===== src/design/cwm_pkg.sv =====
// shared types, constants and the microcode program of the client watchdog monitor
// no dependencies; imported by every other module of the block
`default_nettype none

package cwm_pkg;

  // table sizing and field widths
  localparam int unsigned MAX_CLIENTS_DEF = 10;
  localparam int unsigned ID_W            = 8;
  localparam int unsigned CD_W            = 16;
  localparam int unsigned DCNT_W          = 4;
  localparam int unsigned PC_W            = 4;

  typedef logic [PC_W-1:0] pc_t;

  // program addresses
  localparam pc_t PC_TSCAN   = 4'd0;   // tick: walk the table
  localparam pc_t PC_TFIN    = 4'd1;   // tick: decide on the kick
  localparam pc_t PC_CSCAN   = 4'd2;   // check-in: look up the id
  localparam pc_t PC_CDECIDE = 4'd3;   // check-in: found or new
  localparam pc_t PC_CFOUND  = 4'd4;   // check-in: was it defaulted
  localparam pc_t PC_CDEF    = 4'd5;   // check-in: drop the defaulted count
  localparam pc_t PC_CZCHK   = 4'd6;   // check-in: count back at zero
  localparam pc_t PC_CRCHK   = 4'd7;   // check-in: is it the recorded id
  localparam pc_t PC_CSCAN2  = 4'd8;   // check-in: look for another failing client
  localparam pc_t PC_CKICK   = 4'd9;   // check-in: kick and clear record
  localparam pc_t PC_CPICK   = 4'd10;  // check-in: record the other client
  localparam pc_t PC_CRELOAD = 4'd11;  // check-in: reload the countdown
  localparam pc_t PC_CNEW    = 4'd12;  // check-in: append a new client
  localparam pc_t PC_CNONE   = 4'd13;  // check-in: no other failing client

  // datapath operations
  typedef enum logic [3:0] {
    OP_NONE,
    OP_TICK_ENT,
    OP_TICK_FIN,
    OP_SAVE_HIT,
    OP_DEC_DCNT,
    OP_KICK_CLR,
    OP_REC_OTHER,
    OP_REC_NONE,
    OP_RELOAD,
    OP_APPEND
  } op_e;

  // jump conditions
  typedef enum logic [2:0] {
    CND_NEVER,
    CND_ALWAYS,
    CND_END,
    CND_MATCH_END,
    CND_CD_NZ,
    CND_DCNT_ZERO,
    CND_NOT_REC,
    CND_FAIL_END
  } cond_e;

  // one control word of the program
  typedef struct packed {
    op_e   op;
    cond_e cond;
    pc_t   target;
    logic  loop;
    logic  idx_inc;
    logic  idx_clr;
    logic  done;
  } ucode_t;

  // sequencer to datapath
  typedef struct packed {
    op_e  op;
    logic start;
    logic idx_inc;
    logic idx_clr;
    logic emit;
  } dp_ctrl_t;

  // datapath to sequencer
  typedef struct packed {
    logic idx_end;
    logic match;
    logic cd_nz;
    logic dcnt_zero;
    logic not_rec;
    logic other_fail;
    logic out_free;
  } dp_stat_t;

  // one client table entry
  typedef struct packed {
    logic [ID_W-1:0] id;
    logic [CD_W-1:0] cd;
  } entry_t;

  typedef enum logic {
    ST_IDLE,
    ST_RUN
  } seq_state_e;

  // microcode rom
  function automatic ucode_t ucode_rom(pc_t pc);
    ucode_t w;
    w = '{op: OP_NONE, cond: CND_NEVER, target: PC_TSCAN,
          loop: 1'b0, idx_inc: 1'b0, idx_clr: 1'b0, done: 1'b0};
    case (pc)
      PC_TSCAN: begin
        w.op = OP_TICK_ENT; w.cond = CND_END; w.target = PC_TFIN;
        w.loop = 1'b1; w.idx_inc = 1'b1;
      end
      PC_TFIN: begin
        w.op = OP_TICK_FIN; w.done = 1'b1;
      end
      PC_CSCAN: begin
        w.cond = CND_MATCH_END; w.target = PC_CDECIDE;
        w.loop = 1'b1; w.idx_inc = 1'b1;
      end
      PC_CDECIDE: begin
        w.op = OP_SAVE_HIT; w.cond = CND_END; w.target = PC_CNEW;
      end
      PC_CFOUND: begin
        w.cond = CND_CD_NZ; w.target = PC_CRELOAD;
      end
      PC_CDEF: begin
        w.op = OP_DEC_DCNT;
      end
      PC_CZCHK: begin
        w.cond = CND_DCNT_ZERO; w.target = PC_CKICK;
      end
      PC_CRCHK: begin
        w.cond = CND_NOT_REC; w.target = PC_CRELOAD; w.idx_clr = 1'b1;
      end
      PC_CSCAN2: begin
        w.cond = CND_FAIL_END; w.target = PC_CPICK;
        w.loop = 1'b1; w.idx_inc = 1'b1;
      end
      PC_CKICK: begin
        w.op = OP_KICK_CLR; w.cond = CND_ALWAYS; w.target = PC_CRELOAD;
      end
      PC_CPICK: begin
        w.op = OP_REC_OTHER; w.cond = CND_END; w.target = PC_CNONE;
      end
      PC_CRELOAD: begin
        w.op = OP_RELOAD; w.done = 1'b1;
      end
      PC_CNEW: begin
        w.op = OP_APPEND; w.done = 1'b1;
      end
      PC_CNONE: begin
        w.op = OP_REC_NONE; w.cond = CND_ALWAYS; w.target = PC_CRELOAD;
      end
      default: begin
        w.done = 1'b1;
      end
    endcase
    return w;
  endfunction

endpackage

`default_nettype wire


===== src/design/client_watchdog_monitor.sv =====
// client_watchdog_monitor: top level; depends on cwm_pkg, cwm_seq, cwm_dp, cwm_table.
// Watches up to MAX_CLIENTS client ids, each with a countdown held in a client table
// that is read one entry per cycle. A tick (func 0) walks the n entries in use; a
// check-in (func 1) looks up its id and, when the client was defaulted, other defaults
// remain and it is the recorded client, walks the table again for another failing
// client. A microcoded sequencer steps through the single read port of the table one
// entry per cycle. One item is worked on at a time; the result sits in an output
// register, so the next item can be taken while it waits. Each item gives exactly one
// result. The reload period register is written through its own port and ignores a
// write of zero; the user must write it only while the block is idle, and the block
// itself does not enforce this.
`default_nettype none

module client_watchdog_monitor #(
  parameter int unsigned MAX_CLIENTS = cwm_pkg::MAX_CLIENTS_DEF
) (
  input  wire logic                      clk_i,
  input  wire logic                      rst_ni,
  input  wire logic                      in_valid_i,
  output logic                           in_stall_o,
  input  wire logic                      func_i,
  input  wire logic [cwm_pkg::ID_W-1:0]  client_id_i,
  output logic                           out_valid_o,
  input  wire logic                      out_stall_i,
  output logic                           kick_watchdog_o,
  output logic                           fail_record_write_o,
  output logic [cwm_pkg::ID_W-1:0]       fail_record_value_o,
  output logic                           check_in_dropped_o,
  input  wire logic                      cfg_valid_i,
  output logic                           cfg_ready_o,
  input  wire logic [cwm_pkg::CD_W-1:0]  cfg_data_i
);
  import cwm_pkg::*;

  dp_ctrl_t        ctrl;
  dp_stat_t        stat;
  logic [CD_W-1:0] period_q, period_d;
  logic            in_accept;

  assign in_accept   = in_valid_i && !in_stall_o;
  assign cfg_ready_o = 1'b1;

  // reload period register, zero writes ignored
  always_comb begin
    period_d = period_q;
    if (cfg_valid_i && cfg_ready_o && (cfg_data_i != '0)) begin
      period_d = cfg_data_i;
    end
  end

  always_ff @(posedge clk_i or negedge rst_ni) begin
    if (!rst_ni) begin
      period_q <= CD_W'(1);
    end else begin
      period_q <= period_d;
    end
  end

  cwm_seq u_seq (
    .clk_i      (clk_i),
    .rst_ni     (rst_ni),
    .in_valid_i (in_valid_i),
    .func_i     (func_i),
    .in_stall_o (in_stall_o),
    .stat_i     (stat),
    .ctrl_o     (ctrl)
  );

  cwm_dp #(
    .MAX_CLIENTS (MAX_CLIENTS)
  ) u_dp (
    .clk_i               (clk_i),
    .rst_ni              (rst_ni),
    .ctrl_i              (ctrl),
    .stat_o              (stat),
    .client_id_i         (client_id_i),
    .reload_period_i     (period_q),
    .out_stall_i         (out_stall_i),
    .out_valid_o         (out_valid_o),
    .kick_watchdog_o     (kick_watchdog_o),
    .fail_record_write_o (fail_record_write_o),
    .fail_record_value_o (fail_record_value_o),
    .check_in_dropped_o  (check_in_dropped_o)
  );

`ifndef SYNTHESIS
  // an accepted request keeps the block busy in the next cycle
  a_busy_after_accept: assert property (@(posedge clk_i) disable iff (!rst_ni)
    in_accept |=> in_stall_o)
    else $error("block not busy after accepting a request");

  // a dropped check-in never kicks or writes the record
  a_drop_alone: assert property (@(posedge clk_i) disable iff (!rst_ni)
    (out_valid_o && check_in_dropped_o) |-> (!kick_watchdog_o && !fail_record_write_o))
    else $error("dropped check-in with kick or record write");

  // a nonzero record value only comes with a record write
  a_value_needs_write: assert property (@(posedge clk_i) disable iff (!rst_ni)
    (out_valid_o && (fail_record_value_o != '0)) |-> fail_record_write_o)
    else $error("record value without record write");

  // a new result only appears at the end of a busy period
  a_result_from_work: assert property (@(posedge clk_i) disable iff (!rst_ni)
    $rose(out_valid_o) |-> $past(in_stall_o))
    else $error("result appeared without work in progress");
`endif

endmodule

`default_nettype wire


===== src/design/cwm_table.sv =====
// client table: one write port, one registered read port
// depends on cwm_pkg for the entry type
`default_nettype none

module cwm_table #(
  parameter int unsigned DEPTH = 10,
  parameter int unsigned AW    = 4
) (
  input  wire logic            clk_i,
  input  wire logic            we_i,
  input  wire logic [AW-1:0]   waddr_i,
  input  wire cwm_pkg::entry_t wdata_i,
  input  wire logic [AW-1:0]   raddr_i,
  output cwm_pkg::entry_t      rdata_o
);
  import cwm_pkg::*;

  entry_t mem [DEPTH];
  entry_t rdata_q;

  // write port
  always_ff @(posedge clk_i) begin
    if (we_i) begin
      mem[waddr_i] <= wdata_i;
    end
  end

  // registered read port
  always_ff @(posedge clk_i) begin
    rdata_q <= mem[raddr_i];
  end

  assign rdata_o = rdata_q;

endmodule

`default_nettype wire


===== src/design/cwm_seq.sv =====
// microcode sequencer: step counter, rom lookup, conditional jumps
// depends on cwm_pkg for the program and the control and status structs
`default_nettype none

module cwm_seq (
  input  wire logic             clk_i,
  input  wire logic             rst_ni,
  input  wire logic             in_valid_i,
  input  wire logic             func_i,
  output logic                  in_stall_o,
  input  wire cwm_pkg::dp_stat_t stat_i,
  output cwm_pkg::dp_ctrl_t     ctrl_o
);
  import cwm_pkg::*;

  seq_state_e state_q, state_d;
  pc_t        pc_q, pc_d;
  ucode_t     uw;
  logic       taken;
  logic       exec;

  assign uw = ucode_rom(pc_q);

  // jump condition select
  always_comb begin
    case (uw.cond)
      CND_NEVER:     taken = 1'b0;
      CND_ALWAYS:    taken = 1'b1;
      CND_END:       taken = stat_i.idx_end;
      CND_MATCH_END: taken = stat_i.match || stat_i.idx_end;
      CND_CD_NZ:     taken = stat_i.cd_nz;
      CND_DCNT_ZERO: taken = stat_i.dcnt_zero;
      CND_NOT_REC:   taken = stat_i.not_rec;
      CND_FAIL_END:  taken = stat_i.other_fail || stat_i.idx_end;
      default:       taken = 1'b0;
    endcase
  end

  // state and step counter
  always_ff @(posedge clk_i or negedge rst_ni) begin
    if (!rst_ni) begin
      state_q <= ST_IDLE;
      pc_q    <= PC_TSCAN;
    end else begin
      state_q <= state_d;
      pc_q    <= pc_d;
    end
  end

  // next step and control to the datapath
  always_comb begin
    state_d    = state_q;
    pc_d       = pc_q;
    in_stall_o = 1'b1;
    exec       = !uw.done || stat_i.out_free;
    ctrl_o     = '{op: OP_NONE, start: 1'b0, idx_inc: 1'b0, idx_clr: 1'b0, emit: 1'b0};
    case (state_q)
      ST_IDLE: begin
        in_stall_o = 1'b0;
        if (in_valid_i) begin
          ctrl_o.start = 1'b1;
          pc_d         = func_i ? PC_CSCAN : PC_TSCAN;
          state_d      = ST_RUN;
        end
      end
      ST_RUN: begin
        // a final step waits here while the output register is still full and stalled
        if (exec) begin
          ctrl_o.op      = uw.op;
          ctrl_o.idx_clr = uw.idx_clr;
          ctrl_o.idx_inc = uw.idx_inc && !taken;
          ctrl_o.emit    = uw.done;
          if (uw.done) begin
            state_d = ST_IDLE;
          end else if (taken) begin
            pc_d = uw.target;
          end else if (!uw.loop) begin
            pc_d = pc_q + pc_t'(1);
          end
        end
      end
      default: begin
        state_d = ST_IDLE;
      end
    endcase
  end

endmodule

`default_nettype wire


===== src/design/cwm_dp.sv =====
// datapath: scan index, counters, failure record, result and output registers
// depends on cwm_pkg and instantiates cwm_table
`default_nettype none

module cwm_dp #(
  parameter int unsigned MAX_CLIENTS = cwm_pkg::MAX_CLIENTS_DEF
) (
  input  wire logic                      clk_i,
  input  wire logic                      rst_ni,
  input  wire cwm_pkg::dp_ctrl_t         ctrl_i,
  output cwm_pkg::dp_stat_t              stat_o,
  input  wire logic [cwm_pkg::ID_W-1:0]  client_id_i,
  input  wire logic [cwm_pkg::CD_W-1:0]  reload_period_i,
  input  wire logic                      out_stall_i,
  output logic                           out_valid_o,
  output logic                           kick_watchdog_o,
  output logic                           fail_record_write_o,
  output logic [cwm_pkg::ID_W-1:0]       fail_record_value_o,
  output logic                           check_in_dropped_o
);
  import cwm_pkg::*;

  localparam int unsigned NW = $clog2(MAX_CLIENTS + 1);
  localparam int unsigned AW = (MAX_CLIENTS > 1) ? $clog2(MAX_CLIENTS) : 1;

  logic [NW-1:0]     idx_q, idx_d;
  logic [NW-1:0]     entries_q, entries_d;
  logic [DCNT_W-1:0] dcnt_q, dcnt_d;
  logic [ID_W-1:0]   rec_q, rec_d;
  logic [AW-1:0]     hit_q, hit_d;
  logic [ID_W-1:0]   id_q, id_d;
  logic              res_kick_q, res_kick_d;
  logic              res_wr_q, res_wr_d;
  logic [ID_W-1:0]   res_val_q, res_val_d;
  logic              res_drop_q, res_drop_d;
  logic              out_valid_q, out_valid_d;
  logic              out_kick_q, out_kick_d;
  logic              out_wr_q, out_wr_d;
  logic [ID_W-1:0]   out_val_q, out_val_d;
  logic              out_drop_q, out_drop_d;

  logic              we;
  logic [AW-1:0]     waddr;
  entry_t            wdata;
  entry_t            rdata;
  logic              in_range;

  cwm_table #(
    .DEPTH (MAX_CLIENTS),
    .AW    (AW)
  ) u_table (
    .clk_i   (clk_i),
    .we_i    (we),
    .waddr_i (waddr),
    .wdata_i (wdata),
    .raddr_i (idx_d[AW-1:0]),
    .rdata_o (rdata)
  );

  // read data always belongs to the entry at idx_q
  assign in_range = (idx_q != entries_q);

  // status for the sequencer
  always_comb begin
    stat_o.idx_end    = !in_range;
    stat_o.match      = in_range && (rdata.id == id_q);
    stat_o.cd_nz      = (rdata.cd != '0);
    stat_o.dcnt_zero  = (dcnt_q == '0);
    stat_o.not_rec    = (id_q != rec_q);
    stat_o.other_fail = in_range && (idx_q[AW-1:0] != hit_q) && (rdata.cd == '0);
    stat_o.out_free   = !out_valid_q || !out_stall_i;
  end

  // operation decode
  always_comb begin
    idx_d      = idx_q;
    entries_d  = entries_q;
    dcnt_d     = dcnt_q;
    rec_d      = rec_q;
    hit_d      = hit_q;
    id_d       = id_q;
    res_kick_d = res_kick_q;
    res_wr_d   = res_wr_q;
    res_val_d  = res_val_q;
    res_drop_d = res_drop_q;
    we         = 1'b0;
    waddr      = idx_q[AW-1:0];
    wdata      = rdata;

    // scan index
    if (ctrl_i.start || ctrl_i.idx_clr) begin
      idx_d = '0;
    end else if (ctrl_i.idx_inc) begin
      idx_d = idx_q + NW'(1);
    end

    // new request: capture id, clear result
    if (ctrl_i.start) begin
      id_d       = client_id_i;
      res_kick_d = 1'b0;
      res_wr_d   = 1'b0;
      res_val_d  = '0;
      res_drop_d = 1'b0;
    end

    case (ctrl_i.op)
      OP_TICK_ENT: begin
        if (in_range && (rdata.cd != '0)) begin
          we       = 1'b1;
          waddr    = idx_q[AW-1:0];
          wdata.id = rdata.id;
          wdata.cd = rdata.cd - CD_W'(1);
          if (rdata.cd == CD_W'(1)) begin
            dcnt_d = dcnt_q + DCNT_W'(1);
          end
        end
      end
      OP_TICK_FIN: begin
        res_kick_d = (dcnt_q == '0);
      end
      OP_SAVE_HIT: begin
        hit_d = idx_q[AW-1:0];
      end
      OP_DEC_DCNT: begin
        dcnt_d = dcnt_q - DCNT_W'(1);
      end
      OP_KICK_CLR: begin
        res_kick_d = 1'b1;
        res_wr_d   = 1'b1;
        res_val_d  = '0;
      end
      OP_REC_OTHER: begin
        if (in_range) begin
          rec_d     = rdata.id;
          res_wr_d  = 1'b1;
          res_val_d = rdata.id;
        end
      end
      OP_REC_NONE: begin
        dcnt_d    = '0;
        res_wr_d  = 1'b1;
        res_val_d = '0;
      end
      OP_RELOAD: begin
        we       = 1'b1;
        waddr    = hit_q;
        wdata.id = id_q;
        wdata.cd = reload_period_i;
      end
      OP_APPEND: begin
        if (entries_q != NW'(MAX_CLIENTS)) begin
          we        = 1'b1;
          waddr     = entries_q[AW-1:0];
          wdata.id  = id_q;
          wdata.cd  = reload_period_i;
          entries_d = entries_q + NW'(1);
        end else begin
          res_drop_d = 1'b1;
        end
      end
      default: begin
      end
    endcase
  end

  // output register
  always_comb begin
    out_valid_d = out_valid_q;
    out_kick_d  = out_kick_q;
    out_wr_d    = out_wr_q;
    out_val_d   = out_val_q;
    out_drop_d  = out_drop_q;
    if (ctrl_i.emit) begin
      out_valid_d = 1'b1;
      out_kick_d  = res_kick_d;
      out_wr_d    = res_wr_d;
      out_val_d   = res_val_d;
      out_drop_d  = res_drop_d;
    end else if (out_valid_q && !out_stall_i) begin
      out_valid_d = 1'b0;
    end
  end

  // control registers
  always_ff @(posedge clk_i or negedge rst_ni) begin
    if (!rst_ni) begin
      idx_q       <= '0;
      entries_q   <= '0;
      dcnt_q      <= '0;
      rec_q       <= '0;
      out_valid_q <= 1'b0;
    end else begin
      idx_q       <= idx_d;
      entries_q   <= entries_d;
      dcnt_q      <= dcnt_d;
      rec_q       <= rec_d;
      out_valid_q <= out_valid_d;
    end
  end

  // payload registers
  always_ff @(posedge clk_i) begin
    hit_q      <= hit_d;
    id_q       <= id_d;
    res_kick_q <= res_kick_d;
    res_wr_q   <= res_wr_d;
    res_val_q  <= res_val_d;
    res_drop_q <= res_drop_d;
    out_kick_q <= out_kick_d;
    out_wr_q   <= out_wr_d;
    out_val_q  <= out_val_d;
    out_drop_q <= out_drop_d;
  end

  assign out_valid_o         = out_valid_q;
  assign kick_watchdog_o     = out_kick_q;
  assign fail_record_write_o = out_wr_q;
  assign fail_record_value_o = out_val_q;
  assign check_in_dropped_o  = out_drop_q;

endmodule

`default_nettype wire


===== config.mk =====
export PLATFORM = sky130hd
export DESIGN_NAME = client_watchdog_monitor
export DESIGN_NICKNAME = d
export VERILOG_FILES = /design/src/design/cwm_pkg.sv /design/src/design/client_watchdog_monitor.sv /design/src/design/cwm_table.sv /design/src/design/cwm_seq.sv /design/src/design/cwm_dp.sv
export SDC_FILE = /design/constraint.sdc
export NUM_CORES = 1
export LEC_CHECK = 0
export BUFFER_PORTS_ARGS = -buffer_cell sky130_fd_sc_hd__clkbuf_2
export CORE_MARGIN = 5
export CORE_UTILIZATION = 45
export CTS_CLUSTER_DIAMETER = 60
export DETAILED_ROUTE_END_ITERATION = 12
export HOLD_SLACK_MARGIN = 0.15
export PLACE_DENSITY = 0.63
export SLEW_MARGIN = 10
export SYNTH_ARGS = -nofsm -noshare
export SYNTH_HDL_FRONTEND = slang
export SYNTH_SLANG_ARGS = --single-unit

===== constraint.sdc =====
create_clock -name clk_i -period 4.54 [get_ports clk_i]
set_input_delay 0.454 -clock clk_i [delete_from_list [all_inputs] [get_ports clk_i]]
set_output_delay 0.454 -clock clk_i [all_outputs]
set_load 0.01 [all_outputs]

# [Word level (Yosys, flattened, before mapping)]
# Memories as Yosys holds them, arrays and structs flattened. A register that Yosys moved wholly into a read port is not among the register bits.
# Index checks and enable logic that the tools add are counted.
[totals] regBits=76 ram_bits=240 inputBits=30 out_inout_bits=14 wordCells=150 mem_count=1
[memory_table] name="u_dp.u_table.mem" words=10 word_bits=24 rd=1 rd_clocked_by_memory_dff=1 write_ports=1 line="cwm_table.sv:18" text="entry_t mem [DEPTH];"
[classes] add_sub_neg=6 n_eq_ne=41 mux=51 bitwise_logic=1 reduce_logical=32
[op_table] operator="24-bit one-hot mux with 3 select lines" count=1
[op_table] operator="7-bit one-hot mux with 9 select lines" count=1
[op_table] operator="4-bit two-way mux" count=12
[op_table] operator="4-bit one-hot mux with 9 select lines" count=1
[op_table] operator="4-bit by 3-bit == test with 1-bit output (second input constant)" count=8
[op_table] operator="4-bit == test (second input constant)" count=8
[op_table] operator="16-bit nonzero test" count=2
[op_table] operator="24-bit two-way mux" count=1
[op_table] operator="1-bit two-way mux" count=19
[op_table] operator="4-bit by 1-bit adder with 4-bit output (second input constant)" count=4
[op_table] operator="16-bit by 1-bit == test with 1-bit output (second input constant)" count=1
[op_table] operator="4-bit by 2-bit == test with 1-bit output (second input constant)" count=4
[op_table] operator="16-bit logical NOT" count=1
[op_table] operator="16-bit two-way mux" count=1
[op_table] operator="8-bit two-way mux" count=2
[op_table] operator="4-bit one-hot mux with 2 select lines" count=2
[op_table] operator="8-bit one-hot mux with 2 select lines" count=1
[op_table] operator="16-bit by 1-bit subtractor with 16-bit output (second input constant)" count=1
[op_table] operator="3-bit == test (second input constant)" count=4
[op_table] operator="4-bit one-hot mux with 3 select lines" count=1
[op_table] operator="11-bit OR reduction" count=1
[op_table] operator="4-bit by 1-bit == test with 1-bit output (second input constant)" count=2
[op_table] operator="8-bit == test" count=1
[op_table] operator="4-bit logical NOT" count=2
[op_table] operator="26 further kinds" count=50

# [Longest topological paths before layout]
# Gate-level depths: netlist of run 1.
[logic_depth] ltp_word=11 depth_mapped=16 depth_no_buf=13

# [By module]
# A second synthesis of run 1 with hierarchy kept.
[hier_totals] cells_unflattened=1019 area_unflattened_um2=14622.8
[modules_own_cells] mod="cwm_table" instances=1 cells_per_inst=528 area_each_um2=9863.2 seq_area_each_um2=7687.4
[modules_own_cells] mod="cwm_dp" instances=1 cells_per_inst=340 area_each_um2=3311.9 seq_area_each_um2=1436.4
[modules_own_cells] mod="cwm_seq" instances=1 cells_per_inst=110 area_each_um2=760.7 seq_area_each_um2=125.1
[modules_own_cells] mod="client_watchdog_monitor" instances=1 cells_per_inst=41 area_each_um2=686.9 seq_area_each_um2=401.6

# [Worst setup path after synthesis of run 1]
# No wires, ideal clock.
[synth_timing] kind="register to register" start="register u_seq.pc_q[0]" end="memory u_dp.u_table.mem[7][0] (netlist bit) (enable)" arrival_time_ns=4.359 required_ns=4.135 path_slack_ns=-0.223 path_stages_with_launch=12 n_path_buf=2 path_cell_list="dfrtp_1 -> inv_1 -> ha_1 -> clkbuf_1 -> clkbuf_1 -> or3b_2 -> o221ai_1 -> o2111ai_1 -> o41ai_2 -> a222oi_1 -> or2_2 -> nor2_1"
[synth_between] elab_chain_cells=9
[synth_lines] item="start, declared" line="cwm_seq.sv:17" text="pc_t pc_q, pc_d;"
[synth_lines] item="start signal, assigned" line="cwm_seq.sv:46" text="pc_q <= pc_d;"
[synth_lines] item="4-bit by 2-bit == test with 1-bit output, or another cell as far along" line="cwm_pkg.sv:105" text="case (pc)"
[synth_lines] item="11-bit OR reduction (no source line)"
[synth_lines] item="1-bit logical OR" line="cwm_seq.sv:55" text="exec = !uw.done || stat_i.out_free;"
[synth_lines] item="4-bit two-way mux *" line="cwm_seq.sv:68" text="if (exec) begin"
[synth_lines] item="4-bit two-way mux *" line="cwm_seq.sv:57" text="case (state_q)"
[synth_lines] item="4-bit == test or 4-bit by 1-bit == test with 1-bit output (tied branches)" line="cwm_dp.sv:106" text="case (ctrl_i.op)"
[synth_lines] item="1-bit one-hot mux with 3 select lines" line="cwm_dp.sv:106"
[synth_lines] item="1-bit two-way mux" line="cwm_table.sv:23" text="if (we_i) begin"
[synth_lines] item="1-bit two-way mux (implied by the code)" line="cwm_table.sv:24" text="mem[waddr_i] <= wdata_i;"
[synth_lines] item="end, declared" line="cwm_table.sv:18"
# Every way passes the cells marked *; elsewhere a longest branch is shown, timed or not.

# [Worst setup path in the final report of run 1]
[layout_timing] start="register u_seq.pc_q[1]" end="memory u_dp.u_table.mem[2][23] (netlist bit) (enable)"
# Same word-level chain as after synthesis.

==> impl_metrics.json, run 1 <==
{
  "ys_seq_area_share_pct": 61.7,
  "setup_violations": 0,
  "min_to": "period_q[5]",
  "power_density_nw_per_um2": 769,
  "drc": 0,
  "max_freq_mhz": 243,
  "routedWlPerCell_um": 20.8,
  "power.leakage_uw": 0.00651,
  "drive_gt1_share_pct": 17.4,
  "vias": 10745,
  "seq_power_share_pct": 34.7,
  "async_reset_ff_share_pct": 12.4,
  "worst_slew_margin_rel_pct": 23.3,
  "synthCells": 1279,
  "gr-total-overflow": 0,
  "ys_types": 78,
  "drt-vias-per-instance": 5.92,
  "cts_tree": "built",
  "gp_congestion": 0.867,
  "ioPinCount": 44,
  "postCtsSetupRepairBufs": 0,
  "status": "finished clean",
  "syn-mean-instance-area_um2": 12.2,
  "synth.ff_latch_count": 340,
  "tns_ps": 0,
  "grt_max_degree": 105,
  "drv_slew": 0,
  "reg2reg_from": "u_seq.pc_q[1]",
  "switching_share_pct": 39.2,
  "portBuffers": 42,
  "switchingPower_uw": 5410,
  "die-area_um2": 38600,
  "hold_start": "cfg_data_i[5]",
  "path_cells": "inv_1 > ha_1 > o21ba_2 > o221ai_1 > o2111ai_2 > nor3b_1 > o21ai_0 > or3b_2 > nor2_2 > buf_4",
  "rsz0062_at_grt": "no",
  "clkPwrFrac_pct": 23.0,
  "clock-root-buffer": "clkbuf_16",
  "synth_warnings": 0,
  "drt_pass1_iterations": 5,
  "fin_util_pct": 52.0,
  "initialDrtViolationCount": 907,
  "drt-total-wl_mm": 37.6,
  "r2r_end": "u_dp.u_table.mem[2][23]",
  "core_um2": 34500,
  "power_frac_comb_pct": 42.2,
  "critical_path_required_ps": 4710,
  "clockBufferDepth": 3,
  "rows": 68,
  "drv_cap": 0,
  "syn_area_um2": 15600,
  "initial_utilization_pct": 45.4,
  "path_max_fanout": 24,
  "antenna_found_initial": 0,
  "synth_edf_count": 263,
  "clock_latency_ps": 530,
  "dp_hpwl_mm": 25.2,
  "htree_levels": 2,
  "skew_ps": 28.2,
  "die_h_um": 196,
  "nets": 1372,
  "grt_pass1_vias": 10417,
  "syn_to_final_growth_pct": 14.7,
  "hold_depth": 2,
  "clk_pin_slew_ps": 60,
  "diodes": 0,
  "period_needed_ps": 4120,
  "arrival_ps": 4290,
  "ant_nets": 0,
  "critical_path.slowest_cell": "or3b_2",
  "slowest_delay_ps": 620,
  "crit_path_end_kind": "flip-flop",
  "r2r_slack_ps": 420,
  "cts_sinks": 340,
  "hold_class": "in2reg",
  "nFillCells": 2929,
  "crit_path_start_kind": "flip-flop",
  "min_period_over_period_pct": 90.8,
  "path_class": "reg2reg",
  "ir_drop_mv": 0.433,
  "mappedNetlistNets": 1321,
  "track_usage_pct": 19.1,
  "worst_pin_slew_ps": 1140,
  "grt_pass1_wl_mm": 58.9,
  "finalHoldViolCount": 0,
  "cts_made_buffers": 38,
  "die_w_um": 196,
  "r2r_cells": 10,
  "p_int_uw": 8380,
  "synth_flop_cell": "edfxtp_1"
}
## power by group through the flow
stage / clock (µW) / combinational, µW / sequential, µW
3_5_place_dp: 0 / 5810 / 4840
4_1_cts: 3230 / 5850 / 4780
6_report: 3180 / 5820 / 4780
3_3_place_gp: 0 / 5720 / 4830
2_1_floorplan: 0 / 3870 / 4730
5_1_grt: 3360 / 6330 / 4840
## critical path: cells and delay by family, from the launching register on
| family | cells | cell delay, ps |
|---|---|---|
| buffers and inverters | 2 | 450 |
| and+or+nand+nor | 3 | 1210 |
| DFF | 1 | 440 |
| adders and majority gates | 1 | 320 |
| AOI/OAI and AO/OA | 4 | 1310 |
## Yosys cell counts, types with 25 or more instances
cell | n | share of area (%)
and3_1 | 75 | 3.0
nor2b_1 | 26 | 1.0
nor2_1 | 54 | 1.3
edfxtp_1 | 263 | 51
nand2_1 | 90 | 2.2
o21ai_0 | 46 | 1.5
a21o_1 | 27 | 1.3
nor3_1 | 41 | 1.3
clkbuf_1 | 70 | 1.7
a211oi_1 | 49 | 2.4
o32ai_1 | 27 | 1.5
mux2_2 | 38 | 2.7
dfxtp_1 | 35 | 4.5
a22oi_1 | 29 | 1.4
nand3_1 | 30 | 0.96
a211o_1 | 25 | 1.4
nand2b_1 | 31 | 1.2
dfrtp_1 | 41 | 6.6
## cell usage in the layout (no fill, tap or decap), types with 9 or more instances in the layout
master,instances
a211o_1,25
a211oi_1,49
a21boi_0,14
a21boi_1,10
a21o_1,26
a21oi_1,22
a22o_1,10
a22oi_1,29
and3_1,75
buf_4,53
clkbuf_16,41
clkbuf_2,42
clkinv_2,9
dfrtp_1,40
dfxtp_1,35
dlygate4sd3_1,9
edfxtp_1,263
ha_1,10
inv_1,20
mux2_2,38
nand2_1,90
nand2b_1,31
nand3_1,30
nor2_1,44
nor2_2,11
nor2b_1,26
nor3_1,39
nor4_1,14
o21ai_0,46
o32ai_1,27
o41ai_1,24
xnor2_1,14
xor2_1,16
## worst max path at each step
stage	startpoint	to	slack, ps	cells after the start
final	u_seq.pc_q[1]	u_dp.u_table.mem[2][23]	420	10
after global routing	u_seq.pc_q[0]	u_dp.u_table.mem[1][19]	120	11
after CTS	u_seq.pc_q[0]	u_dp.u_table.mem[2][23]	270	11
after detailed placement	u_seq.pc_q[0]	u_dp.u_table.mem[3][8]	310	11
after global placement	u_seq.pc_q[0]	u_dp.u_table.mem[1][12]	470	11
after floorplan	u_seq.pc_q[0]	u_dp.u_table.mem[1][0]	-100	11
## flip-flops by register name, summed over array words and instances, names as in the netlist, 4 cells and up
signal,count
period_q,16
u_dp.dcnt_q,4
u_dp.entries_q,4
u_dp.fail_record_value_o,8
u_dp.hit_q,4
u_dp.id_q,8
u_dp.idx_q,4
u_dp.rec_q,8
u_dp.res_val_q,8
u_dp.u_table.mem,240
u_dp.u_table.rdata_o,24
u_seq.pc_q,4
## kinds of logic after synthesis
kind of cell | synth area share [%]
muxes | 2.87
DFF | 61.7
adders and majority gates | 1.01
buffers and inverters | 3.04
AOI/OAI and AO/OA | 16.3
xor gates and xnor gates | 1.68
and+or+nand+nor | 13.4
other | 0.0240
## area by class of cell
cell class	instances	area (µm²)	share of cell area [%]
clock inverters	20	215	1.20
multi-input cells	823	5580	31.1
repair buffers	106	738	4.12
clock buffers	49	1100	6.11
flip-flops and latches	340	9650	53.8
inverters	21	78.8	0.440
well taps	455	569	3.18
## through the flow
step           cells  power, µW  setup slack (ps)  instance area (µm²)  hold WS [ps]
3_3_place_gp    1736      10500               475                16500           433
3_5_place_dp    1736      10700               310                16500           443
6_report        1814      13800               418                17900           174
2_1_floorplan   1279       8600             -98.5                15600           158
4_1_cts         1814      13900               274                17900           155
5_1_grt         1814      14500               117                17900           167
## per-layer routing
layer / up-vias / global-route usage (%) / part of all wire, %
met4: 0 / 6.46 / 2.9
li1: 5063 / - / -
met5: - / 0 / 0
met2: 277 / 32.3 / 50
met1: 5330 / 25.3 / 43
met3: 75 / 3.13 / 4.7
## repair_timing
| action | in CTS | in global routing |
|---|---|---|
| hold endpoints to repair | 49 | 0 |
| resized for setup | 0 | 2 |
| hold buffers | 9 | 0 |
| setup endpoints to repair | 0 | 96 |
(Power assumes the default switching activity.)
==> inputs of run 2 (changes only) <==
- ABC_AREA: unset -> 1
- SKIP_CTS_REPAIR_TIMING: unset -> 1
==> run 2 against run 1 <==
Net effect: design area is 0.92% lower; non-clock buffer count decreased by 22; power is 3.3% higher; setup slack improved by 290 ps; synthesized area grew 0.84%; global-route usage increased by 0.40 points; sequential cell count unchanged; final cell count grew 20%; critical path type unchanged; critical endpoint is now u_dp.u_table.mem[5][18]; largest power group unchanged; highest routed layer unchanged.
==> impl_metrics.json, run 2 <==
{
  "clock-root-buffer": "clkbuf_16",
  "top_register": "u_dp.u_table.mem",
  "gp_congestion": 0.844,
  "routedWlPerCell_um": 17.7,
  "grt_pass1_vias": 10977,
  "reg2reg_from": "u_seq.pc_q[0]",
  "setup_violations": 0,
  "core_um2": 34500,
  "synthTopCellsByCount": "nand2_1 (405), inv_1 (276), edfxtp_1 (263), nand3_1 (189), nand4_1 (109)",
  "syn_to_final_growth_pct": 12.7,
  "largest_register_ff_count": 240,
  "synthCells": 1638,
  "worst_slew_margin_rel_pct": 29.1,
  "worst_pin_slew_ps": 1060,
  "skew_ps": 31.9,
  "ys_types": 49,
  "dr_wl_met2_mm": 18.4,
  "synthMostInstantiatedCell": "nand2_1",
  "cts_made_buffers": 38,
  "syn-mean-instance-area_um2": 9.62,
  "async_reset_ff_share_pct": 12.4,
  "met3_length_mm": 2.05,
  "mappedNetlistNets": 1680,
  "wl_met1_mm": 16.3,
  "drv_cap": 0,
  "nFillCells": 3162,
  "htree_levels": 2,
  "crit_path_end_kind": "flip-flop",
  "highest_layer": "met4",
  "synth_edf_count": 263,
  "initialDrtViolationCount": 705,
  "rsz0062_at_grt": "no",
  "min_period_over_period_pct": 84.4,
  "seq_area_um2": 9650,
  "clockBufferDepth": 3,
  "synth.ff_latch_count": 340,
  "crit_path_start_kind": "flip-flop",
  "ioPinCount": 44,
  "track_usage_pct": 19.5,
  "nets": 1730,
  "most-common-layout-cells": "nand2_1 (405), inv_1 (276), edfxtp_1 (263)",
  "period_needed_ps": 3830,
  "drv_slew": 0,
  "vias": 11327,
  "path_class": "reg2reg",
  "finalHoldViolCount": 0,
  "drt-vias-per-instance": 5.21,
  "drt_pass1_iterations": 5,
  "dpl.cell_count": 2094,
  "drc": 0,
  "drive_gt1_share_pct": 10.3,
  "cts_tree": "built",
  "rows": 68,
  "antenna_found_initial": 0,
  "arrival_ps": 4010,
  "critical_path_required_ps": 4720,
  "power.leakage_uw": 0.00772,
  "hold_class": "in2reg",
  "portBuffers": 42,
  "final_common_cell": "nand2_1",
  "grt_pass1_wl_mm": 59.9,
  "synth_largest_area_cell": "edfxtp_1",
  "die_w_um": 197,
  "dp_hpwl_mm": 23.9,
  "ys_seq_area_share_pct": 61.2,
  "synth_warnings": 0,
  "cts_sinks": 340,
  "die-area_um2": 38900,
  "syn_area_um2": 15800,
  "grt_max_degree": 89,
  "final_cells": 2173,
  "synthTopCellsByArea": "edfxtp_1 (50%), nand2_1 (9.6%), inv_1 (6.6%)",
  "netlist.area_leader.share_pct": 50.1,
  "hold_start": "cfg_data_i[0]",
  "ant_nets": 0,
  "die_h_um": 197,
  "diodes": 0,
  "gr-total-overflow": 0,
  "setup.worst_path.start": "u_seq.pc_q[0]",
  "clock_latency_ps": 550,
  "path_max_fanout": 24,
  "status": "finished clean",
  "max_freq_mhz": 261,
  "drt-total-wl_mm": 38.4,
  "tns_ps": 0,
  "initial_utilization_pct": 45.6,
  "clk_pin_slew_ps": 60,
  "synth_flop_cell": "edfxtp_1",
  "multi_input_area_um2": 4670,
  "ir_drop_mv": 0.503,
  "power_density_nw_per_um2": 802
}
==> run 2: path summary, 6_finish.rpt <==
path	end	slack, ps	depth (start not counted)
setup / recovery	u_dp.u_table.mem[5][18]	710	16
hold / removal	period_q[0]	150	3
setup reg to reg	u_dp.u_table.mem[5][18]	710	16
hold reg to reg	u_dp.res_wr_q	450	1
max in group asynchronous	period_q[9]	3590	3
min in group asynchronous	u_seq.pc_q[1]	540	3
==> run 2: layer usage <==
metal	global-route usage, %	vias up
li1	-	5569
met1	25.3	5361
met2	32.6	310
met3	3.04	87
met4	8.65	0
met5	0	-
==> run 2: area by class of cell <==
| type | count | share of cell area (%) |
|---|---|---|
| Multi-Input combinational cell | 934 | 26.3 |
| Tap cell | 455 | 3.21 |
| Clock inverter | 19 | 0.888 |
| Sequential cell | 340 | 54.3 |
| Clock buffer | 51 | 5.86 |
| Inverter | 290 | 6.14 |
| Timing Repair Buffer | 84 | 3.30 |
==> run 2: through the flow <==
stage	hold WS, ps	cell area [µm²]	power (µW)	util (%)	setup WS (ps)
final	146	17800	14200	51.4	710
after detailed placement	437	16500	11400	47.7	754
after global placement	435	16500	11300	47.7	829
after global routing	154	17800	15200	51.4	338
after floorplan	158	15800	9260	-	837
after CTS	23.6	17700	14400	51.2	752
==> run 2: cell families after synthesis <==
kind of cell | Yosys count | share of synthesized area, %
compound gates | 109 | 4.19
fa+ha+maj | 12 | 1.00
other cells | 1 | 0.0238
buf+inv | 364 | 9.38
flops | 340 | 61.2
simple gates | 788 | 22.8
xor+xnor | 24 | 1.33
==> run 2: power breakdown <==
part	switching, µW	internal, µW	leakage (µW)
clock	1240	1690	0.000585
sequential	317	4550	0.00318
combinational	4660	1780	0.00395
==> run 2: worst max-delay path: stages (launching register included) <==
cell and delay, ps:
dfrtp_1 410, inv_1 100, ha_1 260, nand3_1 140, nand2_1 120, a31oi_4 210
nand2_2 130, o21ai_0 190, nor2_1 100, nand2_1 130, nor2_2 80, nand2_2 100
nand2_2 230, a211oi_1 510, nand2_1 220, nor2_2 150, buf_4 380
==> inputs of run 3 (changes only) <==
- PLACE_DENSITY: 0.63 -> 0.61
- clock period: 4.54 -> 3.7 ns (I/O delays scaled with it)
==> run 3 against run 2 <==
Net effect: final cell count increased by 1.6%; clock power is 27% higher; via count rose by 2.4%; non-clock buffer count is 32 higher; core utilization up 1.3 points; die area is the same; clock skew is 7.6 ps lower; sequential power increased by 23%; clock-buffer cell count increased by 4; sequential share of layout area fell by 1.4 points; power grew 24%.
==> impl_metrics.json, run 3 (synthesis results as in run 2) <==
{
  "pre_cts_ws_ps": 212,
  "drive_gt1_share_pct": 11.4,
  "syn_to_final_growth_pct": 15.6,
  "most-common-layout-cells": "nand2_1 (404), inv_1 (275), edfxtp_1 (263)",
  "min_period_over_period_pct": 93.4,
  "power.leakage_uw": 0.00790,
  "power_density_nw_per_um2": 972,
  "clkPwrFrac_pct": 21.0,
  "clock-root-buffer": "clkbuf_16",
  "cp_common_cell": "nor2_2",
  "clock_latency_ps": 540,
  "track_usage_pct": 20.4,
  "seq_power_share_pct": 33.9,
  "p_int_uw": 10200,
  "grt_pass1_wl_mm": 62.4,
  "crit_path_end_kind": "flip-flop",
  "highest_layer": "met4",
  "grt_max_degree": 97,
  "clk_pin_slew_ps": 60,
  "dr_wl_met2_mm": 20.1,
  "critical_path_required_ps": 3900,
  "gr-total-overflow": 0,
  "drt-vias-per-instance": 5.26,
  "setup_violations": 0,
  "critical_path.slowest_cell": "dfrtp_1",
  "nets": 1763,
  "status": "finished clean",
  "gp_congestion": 0.870,
  "rsz0062_at_grt": "no",
  "drv_slew": 0,
  "cts_sinks": 340,
  "wl_met1_mm": 16.9,
  "drt-total-wl_mm": 40.6,
  "hold_class": "in2reg",
  "die_h_um": 197,
  "finalHoldViolCount": 0,
  "switchingPower_uw": 7490,
  "drc": 0,
  "clockBufferDepth": 3,
  "drt_pass1_iterations": 7,
  "initial_utilization_pct": 45.6,
  "drv_cap": 0,
  "worst_pin_slew_ps": 1020,
  "fin_ws_ps": 246,
  "period_needed_ps": 3450,
  "final_cells": 2207,
  "skew_ps": 24.3,
  "met3_length_mm": 2.25,
  "top_register": "u_dp.u_table.mem",
  "power_frac_comb_pct": 45.0,
  "path_max_fanout": 14,
  "nFillCells": 3136,
  "max_freq_mhz": 290,
  "final_common_cell": "nand2_1",
  "vias": 11603,
  "critical_path_buf_inv_count": 4,
  "antenna_found_initial": 0,
  "diodes": 0,
  "dpl.cell_count": 2111,
  "htree_levels": 2,
  "die_w_um": 197,
  "crit_family": "simple AND/OR/NAND/NOR gates",
  "cts_made_buffers": 39,
  "cts_tree": "built",
  "rows": 68,
  "arrival_ps": 3650,
  "largest_register_ff_count": 240,
  "grt_pass1_vias": 11071,
  "portBuffers": 42,
  "path_class": "reg2reg",
  "ir_drop_mv": 0.828,
  "core_um2": 34500,
  "ant_nets": 0,
  "slowest_delay_ps": 410,
  "path_cells": "inv_1 > ha_1 > o21ai_1 > o21ai_0 > nor2_1 > nand2_2 > nor2_2 > nor2_2 > nand2_1 > nand2_1 > nor2_2 > inv_2 > nor2_2 > inv_1 > a21oi_1 > nand2_1 > nor2_2 > buf_4",
  "tns_ps": 0,
  "dp_hpwl_mm": 25.4,
  "worst_slew_margin_rel_pct": 31.9,
  "initialDrtViolationCount": 870,
  "routedWlPerCell_um": 18.4,
  "ioPinCount": 44,
  "die-area_um2": 38900,
  "crit_path_start_kind": "flip-flop",
  "switching_share_pct": 42.3
}
[run 3: worst min-delay path: cells and delay by family]
family	cells	cell delay [ps]
AOI/OAI and AO/OA	1	80
buffers and inverters	2	130
[run 3: layout make-up]
| cell class | count | area [µm²] | area share [%] |
|---|---|---|---|
| tap | 455 | 569 | 3.12 |
| sequential | 340 | 9650 | 53.0 |
| clock inverter | 17 | 159 | 0.872 |
| clock buffer | 55 | 1090 | 5.97 |
| timing repair buffer | 116 | 978 | 5.37 |
| multi-input combinational | 934 | 4680 | 25.7 |
| inverter | 290 | 1090 | 6.01 |
[run 3: metrics by stage]
stage	hold WS (ps)	instance area, µm²	utilization [%]	total power (µW)
2_1_floorplan	74.4	15800	-	11400
3_3_place_gp	370	16700	48.4	13900
5_1_grt	154	18200	52.8	18900
6_report	105	18200	52.8	17700
3_5_place_dp	361	16700	48.4	14000
4_1_cts	-210	18000	52.0	17800
[run 3: path summary, 6_finish.rpt]
check	from	to	slack, ps	cells past startpoint
setup / recovery	u_seq.pc_q[0]	u_dp.u_table.mem[3][15]	250	18
hold / removal	cfg_data_i[7]	period_q[7]	100	3
setup reg to reg	u_seq.pc_q[0]	u_dp.u_table.mem[3][15]	250	18
hold reg to reg	u_dp.res_wr_q	u_dp.res_wr_q	460	1
max in group asynchronous	rst_ni	period_q[0]	2540	3
min in group asynchronous	rst_ni	u_dp.dcnt_q[2]	340	2
[run 3: routing by layer]
layer	vias up	global-route usage, %
met5	-	0
met4	0	6.83
met3	89	3.12
met2	339	34.9
met1	5537	26.8
li1	5638	-
[run 3: power groups by stage]
| stage | Combinational, µW | Sequential (µW) | Clock [µW] |
|---|---|---|---|
| after CTS | 7990 | 6010 | 3790 |
| final | 7980 | 6010 | 3720 |
| after floorplan | 5410 | 5950 | 0 |
| after global routing | 8900 | 6070 | 3950 |
| after global placement | 7850 | 6070 | 0 |
| after detailed placement | 7940 | 6080 | 0 |
